`src/rtl/fqh_pkg.sv`:
```
`timescale 1ns / 1ps

package fqh_pkg;

    localparam int CHANNELS    = 16;
    localparam int SAMPLE_BITS = 16;
    localparam int COUNT_BITS  = 16;
    localparam int CH_BITS     = 4;
    localparam int CFG_BITS    = 16;
    localparam int ADDR_BITS   = (CHANNELS > 1) ? $clog2(CHANNELS) : 1;
    localparam int CMP_BITS    = (COUNT_BITS > CFG_BITS) ? COUNT_BITS : CFG_BITS;
    localparam int CFG_IDX_BITS = 1;

    localparam logic [CFG_BITS-1:0] TRIGGER_TIME_RESET = CFG_BITS'(10);
    localparam logic [CFG_BITS-1:0] RECOVER_TIME_RESET = CFG_BITS'(10);

    typedef enum logic [CFG_IDX_BITS-1:0] {
        REG_TRIGGER_TIME = 1'b0,
        REG_RECOVER_TIME = 1'b1
    } cfg_reg_t;

    typedef struct packed {
        logic [CH_BITS-1:0]            channel;
        logic signed [SAMPLE_BITS-1:0] sample_value;
        logic signed [SAMPLE_BITS-1:0] trip_level;
        logic signed [SAMPLE_BITS-1:0] release_level;
        logic                          over_direction;
        logic                          channel_enable;
        logic                          warning_kind;
        logic                          external_fault;
    } sample_t;

    typedef struct packed {
        logic [CH_BITS-1:0] out_channel;
        logic               tripped;
        logic               fault_set;
        logic               fault_clear;
    } result_t;

    typedef struct packed {
        logic                  trip_flag;
        logic [COUNT_BITS-1:0] trip_count;
        logic [COUNT_BITS-1:0] release_count;
    } chan_state_t;

endpackage

```
`src/rtl/fqh_update.sv`:
```
`timescale 1ns / 1ps

module fqh_update (
    input  fqh_pkg::sample_t                  beat,
    input  fqh_pkg::chan_state_t              state_in,
    input  logic [fqh_pkg::CFG_BITS-1:0]      trigger_time,
    input  logic [fqh_pkg::CFG_BITS-1:0]      recover_time,
    output fqh_pkg::chan_state_t              state_out,
    output fqh_pkg::result_t                  result,
    output logic                              write_en
);

    localparam logic [fqh_pkg::COUNT_BITS-1:0] COUNT_MAX = '1;

    logic                              in_range;
    logic                              trips;
    logic                              recovers;
    logic [fqh_pkg::COUNT_BITS-1:0]    trip_inc;
    logic [fqh_pkg::COUNT_BITS-1:0]    rel_inc;
    logic                              trip_met;
    logic                              rel_met;
    logic                              set_ev;
    logic                              clr_ev;

    assign in_range = (32'(beat.channel) < fqh_pkg::CHANNELS);

    assign trips    = beat.over_direction ? (beat.sample_value > beat.trip_level)
                                          : (beat.sample_value < beat.trip_level);
    assign recovers = beat.over_direction ? (beat.sample_value < beat.release_level)
                                          : (beat.sample_value > beat.release_level);

    assign trip_inc = (state_in.trip_count == COUNT_MAX) ? COUNT_MAX
                                                         : state_in.trip_count + 1'b1;
    assign rel_inc  = (state_in.release_count == COUNT_MAX) ? COUNT_MAX
                                                            : state_in.release_count + 1'b1;

    assign trip_met = (fqh_pkg::CMP_BITS'(trip_inc) >= fqh_pkg::CMP_BITS'(trigger_time));
    assign rel_met  = (fqh_pkg::CMP_BITS'(rel_inc) >= fqh_pkg::CMP_BITS'(recover_time));

    always_comb
    begin
        state_out = state_in;
        set_ev    = 1'b0;
        clr_ev    = 1'b0;
        priority if (!beat.channel_enable)
        begin
            if (state_in.trip_count != '0)
            begin
                state_out.trip_count = state_in.trip_count - 1'b1;
            end
            else
            begin
                state_out.release_count = rel_inc;
                if (rel_met)
                begin
                    state_out.trip_flag = 1'b0;
                    clr_ev              = 1'b1;
                end
            end
        end
        else if (!state_in.trip_flag && !beat.external_fault)
        begin
            if (trips)
            begin
                state_out.trip_count = trip_inc;
                if (trip_met)
                begin
                    state_out.trip_flag = 1'b1;
                    set_ev              = 1'b1;
                    if (beat.warning_kind)
                    begin
                        state_out.trip_count = '0;
                    end
                    else
                    begin
                        state_out.release_count = '0;
                    end
                end
            end
            else
            begin
                state_out.trip_count = '0;
            end
        end
        else
        begin
            if (recovers)
            begin
                state_out.release_count = rel_inc;
                if (rel_met)
                begin
                    state_out.trip_flag = 1'b0;
                    clr_ev              = 1'b1;
                    if (beat.warning_kind)
                    begin
                        state_out.release_count = '0;
                    end
                    else
                    begin
                        state_out.trip_count = '0;
                    end
                end
            end
        end
    end

    assign write_en           = in_range;
    assign result.out_channel = beat.channel;
    assign result.tripped     = in_range & state_out.trip_flag;
    assign result.fault_set   = in_range & set_ev;
    assign result.fault_clear = in_range & clr_ev;

endmodule

```
`src/rtl/fault_qualifier_with_hysteresis_top.sv`:
```
`timescale 1ns / 1ps

// Channel   Valid          Ready          Payload
// sample    sample_valid   sample_ready   sample  (fqh_pkg::sample_t)
// result    result_valid   result_ready   result  (fqh_pkg::result_t)
// config    cfg_write      (none)         cfg_index, cfg_data
//
// One sample beat per cycle while results are taken; results are registered.
// Per-channel state memory is read at acceptance and written as the beat advances;
// a beat on the channel just updated takes the forwarded state instead.
// Reset clears the entry valid bits; an entry never written reads as all zero.
// A held result stalls the update stage, and sample_ready drops only then.

module fault_qualifier_with_hysteresis_top (
    input  logic                                 clk,
    input  logic                                 rst_n,
    input  logic                                 sample_valid,
    output logic                                 sample_ready,
    input  fqh_pkg::sample_t                     sample,
    output logic                                 result_valid,
    input  logic                                 result_ready,
    output fqh_pkg::result_t                     result,
    input  logic                                 cfg_write,
    input  logic [fqh_pkg::CFG_IDX_BITS-1:0]     cfg_index,
    input  logic [fqh_pkg::CFG_BITS-1:0]         cfg_data
);

    fqh_pkg::chan_state_t state_mem [fqh_pkg::CHANNELS];

    logic [fqh_pkg::CFG_BITS-1:0]  trigger_reg, trigger_next;
    logic [fqh_pkg::CFG_BITS-1:0]  recover_reg, recover_next;
    logic [fqh_pkg::CHANNELS-1:0]  entry_valid_reg, entry_valid_next;
    logic                          s1_valid_reg, s1_valid_next;
    logic                          out_valid_reg, out_valid_next;
    logic                          fwd_reg, fwd_next;
    logic                          rd_valid_reg, rd_valid_next;
    fqh_pkg::sample_t              s1_beat_reg, s1_beat_next;
    fqh_pkg::chan_state_t          fwd_state_reg, fwd_state_next;
    fqh_pkg::chan_state_t          rd_state_reg;
    fqh_pkg::result_t              result_reg, result_next;

    logic                            accept;
    logic                            s1_adv;
    logic                            s1_write;
    logic [fqh_pkg::ADDR_BITS-1:0]   rd_addr;
    logic [fqh_pkg::ADDR_BITS-1:0]   s1_addr;
    fqh_pkg::chan_state_t            cur_state;
    fqh_pkg::chan_state_t            upd_state;
    fqh_pkg::result_t                upd_result;
    logic                            upd_write_en;

    assign rd_addr      = fqh_pkg::ADDR_BITS'(sample.channel);
    assign s1_addr      = fqh_pkg::ADDR_BITS'(s1_beat_reg.channel);
    assign s1_adv       = s1_valid_reg && (!out_valid_reg || result_ready);
    assign sample_ready = !s1_valid_reg || s1_adv;
    assign accept       = sample_valid && sample_ready;
    assign s1_write     = s1_adv && upd_write_en;
    assign cur_state    = fwd_reg      ? fwd_state_reg :
                          rd_valid_reg ? rd_state_reg  : '0;

    fqh_update u_update (
        .beat         (s1_beat_reg),
        .state_in     (cur_state),
        .trigger_time (trigger_reg),
        .recover_time (recover_reg),
        .state_out    (upd_state),
        .result       (upd_result),
        .write_en     (upd_write_en)
    );

    always_comb
    begin
        trigger_next = trigger_reg;
        recover_next = recover_reg;
        if (cfg_write)
        begin
            unique case (fqh_pkg::cfg_reg_t'(cfg_index))
                fqh_pkg::REG_TRIGGER_TIME: trigger_next = cfg_data;
                fqh_pkg::REG_RECOVER_TIME: recover_next = cfg_data;
            endcase
        end
    end

    always_comb
    begin
        entry_valid_next = entry_valid_reg;
        if (s1_write)
        begin
            entry_valid_next[s1_addr] = 1'b1;
        end
        s1_valid_next  = accept ? 1'b1 : (s1_adv ? 1'b0 : s1_valid_reg);
        out_valid_next = s1_adv ? 1'b1 : (result_ready ? 1'b0 : out_valid_reg);
        fwd_next       = accept ? (s1_write && (s1_addr == rd_addr)) : fwd_reg;
        rd_valid_next  = accept ? entry_valid_reg[rd_addr] : rd_valid_reg;
        s1_beat_next   = accept ? sample : s1_beat_reg;
        fwd_state_next = accept ? upd_state : fwd_state_reg;
        result_next    = s1_adv ? upd_result : result_reg;
    end

    always_ff @(posedge clk or negedge rst_n)
    begin
        if (!rst_n)
        begin
            trigger_reg     <= fqh_pkg::TRIGGER_TIME_RESET;
            recover_reg     <= fqh_pkg::RECOVER_TIME_RESET;
            entry_valid_reg <= '0;
            s1_valid_reg    <= 1'b0;
            out_valid_reg   <= 1'b0;
            fwd_reg         <= 1'b0;
            rd_valid_reg    <= 1'b0;
        end
        else
        begin
            trigger_reg     <= trigger_next;
            recover_reg     <= recover_next;
            entry_valid_reg <= entry_valid_next;
            s1_valid_reg    <= s1_valid_next;
            out_valid_reg   <= out_valid_next;
            fwd_reg         <= fwd_next;
            rd_valid_reg    <= rd_valid_next;
        end
    end

    always_ff @(posedge clk)
    begin
        s1_beat_reg   <= s1_beat_next;
        fwd_state_reg <= fwd_state_next;
        result_reg    <= result_next;
    end

    always_ff @(posedge clk)
    begin
        if (accept)
        begin
            rd_state_reg <= state_mem[rd_addr];
        end
        if (s1_write)
        begin
            state_mem[s1_addr] <= upd_state;
        end
    end

    assign result_valid = out_valid_reg;
    assign result       = result_reg;

    a_set_clear_excl: assert property (@(posedge clk) disable iff (!rst_n)
        result_valid |-> !(result.fault_set && result.fault_clear))
        else $error("fault_set and fault_clear in one beat");

    a_set_trips: assert property (@(posedge clk) disable iff (!rst_n)
        (result_valid && result.fault_set) |-> result.tripped)
        else $error("fault_set without trip flag");

    a_clear_untrips: assert property (@(posedge clk) disable iff (!rst_n)
        (result_valid && result.fault_clear) |-> !result.tripped)
        else $error("fault_clear with trip flag still set");

    a_ready_when_free: assert property (@(posedge clk) disable iff (!rst_n)
        !out_valid_reg |-> sample_ready)
        else $error("sample stalled with empty output register");

endmodule
```
`config.mk`:
```
export PLATFORM = sky130hd
export DESIGN_NAME = fault_qualifier_with_hysteresis_top
export DESIGN_NICKNAME = d
export VERILOG_FILES = /design/src/rtl/fqh_pkg.sv /design/src/rtl/fqh_update.sv /design/src/rtl/fault_qualifier_with_hysteresis_top.sv
export SDC_FILE = /design/constraint.sdc
export NUM_CORES = 1
export LEC_CHECK = 0
export BUFFER_PORTS_ARGS = -buffer_cell sky130_fd_sc_hd__clkbuf_2
export CORE_MARGIN = 3
export CORE_UTILIZATION = 45
export CTS_BUF_LIST = sky130_fd_sc_hd__clkbuf_16
export DETAILED_ROUTE_END_ITERATION = 10
export SYNTH_ARGS = -nofsm -noshare
export SYNTH_HDL_FRONTEND = slang
export SYNTH_HIERARCHICAL = 1
export SYNTH_SLANG_ARGS = --single-unit
export TNS_END_PERCENT = 30
```
`constraint.sdc`:
```
create_clock -name clk -period 14.57 [get_ports clk]
set_input_delay 2.1855 -clock clk [delete_from_list [all_inputs] [get_ports clk]]
set_output_delay 2.1855 -clock clk [all_outputs]
set_load 0.02 [all_outputs]
```
==> summary by stage <==
Yosys
The number of synthesized flops with an enable pin is 657. A synthesized cell averages 18.7 µm². For this run, the leading register cell type out of synthesis is edfxtp_1. The number of different library cells in the post-synthesis netlist is 77. After synthesis the netlist holds a flip-flop and latch count of 709. The area share of the leading cell type in the synthesized netlist is 65.6%. The number of nets handed over by synthesis was 1752. The cell taking the most area after synthesis is edfxtp_1.

The post-synthesis async set-or-reset flop share is 7.33%. Yosys attributes the largest share of cell area to edfxtp_1, mux4_1, mux4_2. The cell count after synthesis is 1607. The synthesized netlist occupies a cell area of 30100 µm². The number of synthesis warnings is 6. The sequential element share of the synthesized area is 69.9%.

Timing
The post-route clock period utilization is 45.9%. On the final layout, the worst clock skew is 0.0205 ns. For the pin with the worst max-slew slack, the measured transition is 1.25 ns. The headroom to the max-slew limit is 16.7%. The minimum period implied by the final worst setup slack is 6.68 ns.

Summed over all failing endpoints, the final setup total negative slack is 0 ns. The total count of hold-check failures in the final report is 0. Setup violations remaining at the end of the flow were counted as 0. Derived from the worst setup path, the maximum achievable clock frequency is 0.150 GHz. Setup repair after global routing left no endpoint under its margin.

The number of max-slew violations in the final report is 0.

Global route
The number of antenna violations at the first check in global routing was 4. Entering global routing, the biggest net connects 75 pins. The total grt overflow is 0.

The first global-routing pass estimated 105 mm of wire. The via count of the first global-routing pass is 15800. Global routing used 20.4% of the available tracks across all layers.

Setup path
The required arrival time at the worst endpoint is 14.82 ns. Data on the critical path arrives at its endpoint at 6.93 ns. In this design, the stage delay of the slowest critical-path cell is 0.89 ns. The critical path goes through nor2b_2, buf_4, a22o_1, and3_1, and2_0, and4_1, nand4_1, o21ai_0, ha_1, o21ai_0, o21a_1, o31ai_1, a221oi_1, a21oi_1, a211oi_2, nand2_1, o21ai_1. The kind of launch point of the worst setup path is a flip-flop. Counting both buffers and inverters, the worst setup path holds a total of 1. The minimum setup slack among reg-to-reg paths is 7.89 ns. The standard cell with the maximum stage delay on the critical path is a211oi_2. The critical path capture point type is a flip-flop. In this run the worst path has a maximum fanout of 17.

The critical path class is reg -> reg. The cell occurring most often along the worst timing path is o21ai_0. The gate family responsible for the most delay along the worst path is compound AO/OA/AOI/OAI gates.

Pwr
The internal portion of the total power is 3.66 mW. Combinational logic burns 10.6% of the power. The clock network power share is 38.8%.

The cell area power density is 141 nW/µm². The analysis attributes to net switching a power of 1.14 mW. Sequential cells account for 50.6% of the total power. The worst vdd rail ir drop is 0.0000815 V.

Of the total power, the share spent switching nets is 23.7%. Summed over all cells, the static leakage comes to 12.2 nW.

Detailed routing
The total wire length is 71.1 mm. In the routed layout, each cell is associated on average with a via count of 5.92. The routed layout has 15700 vias. The number of iterations in the first detailed-routing pass is 7. The DRC violation total after the first TritonRoute iteration is 1583. Dividing the detail-routed wire length by the instance count gives 26.8 µm.

In this run the remaining antenna-violating nets after routing total 0. In the routed design, unresolved DRC markers number 0.

Layout
The final layout net count is 1874. The area taken by flip-flops and latches is 21000 µm². The filler cells instantiated in the layout total 5251. The number of standard cells in the layout, taps in and fillers out is 2651. The register with the most flip-flops in the layout has 528 of them. The signed area change from the synthesized netlist to the final layout is 12.5%.

The area occupied by multi-input gates is 8290 µm². Cells with a size suffix above 1 make up 22.7% of the layout.

Clocking
The clock-pin slew on the worst setup and hold paths is 0.06 ns. The clock tree synthesis step divided the H-tree into 3 levels. The clock drives 709 sinks. The clock tree root driver cell is clkbuf_16. The hold-fix buffer count after cts is 0. The maximum buffer depth of the clock tree is 3. After clock tree synthesis, the setup repair step added 0 buffers. Buffers inserted during clock tree synthesis total 74. The clock tree from TritonCTS is yes. The clock latency of the later-clocked register in the worst-skew pair is 0.61 ns.

The number of gates resized after CTS was 0.

Placed design
The routability congestion estimate is 0.890. The number of port buffers is 86. Summed over all nets, the half-perimeter wirelength after detailed placement is 41.1 mm. The number of placed cells counting well taps is 2517.

Flow run
The tool flagged a number of max-cap violations equal to 0.

Die
The die height is 265 µm. The core area is 66000 µm². The placement row count is 94. The die outline area is 70000 µm². In this run the horizontal extent of the chip is 265 µm. The I/O pin total is 87. The effective utilization at floorplan is 45.6%.

Min path
The classification of the worst-slack hold path is reg -> reg.

Run status
The flow ran to the end, and the final reports show no timing, DRC or antenna violations.
path summary, 6_finish.rpt:
check,start,to,cells past startpoint
hold / removal,entry_valid_reg[0],entry_valid_reg[0],1
hold reg to reg,entry_valid_reg[0],entry_valid_reg[0],1
max in group asynchronous,rst_n,entry_valid_reg[15],2
setup reg to reg,rd_valid_reg,state_mem[4][19],17
setup / recovery,rd_valid_reg,state_mem[4][19],17
min in group asynchronous,rst_n,trigger_reg[4],2
cells in the final DEF, fill, tap and decap left out, drive strengths merged, types with 13 or more instances in the layout:
master / synthesis / final
nand2b: 15 / 15
nand4: 16 / 16
inv: 87 / 112
or2: 16 / 16
clkbuf: 31 / 160
mux2: 37 / 37
xnor2: 13 / 13
nor3: 18 / 18
edfxtp: 657 / 657
a21oi: 29 / 29
mux4: 167 / 167
a21o: 16 / 16
dfrtp: 48 / 48
nand2: 75 / 75
ha: 67 / 67
buf: 45 / 43
o21ai: 48 / 48
nor4: 13 / 13
clkinv: 0 / 20
a22o: 32 / 32
nand3: 24 / 24
nor2: 46 / 46
power by group through the flow:
stage                     clock [mW]  sequential [mW]  combinational [mW]
after floorplan                    0             2.46               0.351
after global routing            1.98             2.43               0.559
after global placement             0             2.47               0.490
after detailed placement           0             2.47               0.506
final                           1.86             2.43               0.508
after CTS                       1.90             2.43               0.509
cell usage after synthesis (3+ instances only):
master         count
buf_2             17
o21a_1             6
inv_1             87
dlygate4sd1_1      3
mux2_2            37
mux4_1            89
xor2_1             9
edfxtp_1         657
a31oi_1            5
a211o_1            3
nor3_1            18
nand4_1           16
a211oi_1           7
mux4_2            77
dfrtp_1           48
nand2_1           75
nor3b_1            4
clkbuf_1          26
clkbuf_4           3
dfstp_2            4
nand3_1           23
a21oi_1           29
buf_6             13
or2_2             16
xnor2_1           13
and4_1             4
a22o_1            32
o21ai_0           29
nor2b_1            4
and3_1             5
and2_1             8
buf_12             4
nand2b_1          15
o21ai_1            9
nor4_1            11
a21o_1            16
buf_4             10
o311ai_1           6
nor2_1            45
o21ai_2           10
ha_1              67
final cells by class:
| class | instances | area share, % |
|---|---|---|
| Multi-Input combinational cell | 731 | 24.5 |
| Clock buffer | 77 | 5.69 |
| Inverter | 87 | 0.972 |
| Antenna cell | 1 | 0.00739 |
| Clock inverter | 56 | 1.36 |
| Timing Repair Buffer | 126 | 2.19 |
| Tap cell | 864 | 3.19 |
| Sequential cell | 709 | 62.1 |
cell families after synthesis:
family	Yosys count	synth area share (%)
flip-flops	709	69.9
AND/OR/NAND/NOR	256	4.29
multiplexers	206	15.1
AO/OA/AOI/OAI	179	4.32
buffers and inverters	167	2.98
adder cells (fa/ha/maj)	67	2.79
XOR/XNOR	22	0.640
other	1	0.0125
per-layer routing:
metal / global-route usage [%] / routed length [µm] / vias to the layer above / part of all wire (%)
met5: 0 / 13 / - / 0.018
met4: 5.83 / 1480 / 2 / 2.1
met3: 3.56 / 5140 / 99 / 7.2
met2: 32.2 / 33300 / 600 / 47
met1: 29.4 / 31200 / 8216 / 44
li1: - / - / 6780 / -
per-stage QoR:
step / util [%] / cell area (µm²) / hold WS (ns) / setup WS (ns) / total power, mW
6_report: 51.3 / 33900 / 0.455 / 7.89 / 4.79
5_1_grt: 51.3 / 33900 / 0.475 / 7.42 / 4.97
4_1_cts: 51.3 / 33900 / 0.460 / 8.02 / 4.83
3_5_place_dp: 47.7 / 31500 / 0.447 / 8.07 / 2.97
3_3_place_gp: 47.7 / 31500 / 0.445 / 8.23 / 2.96
2_1_floorplan: - / 30100 / 0.423 / 8.32 / 2.81
(Power assumes the default switching activity.)
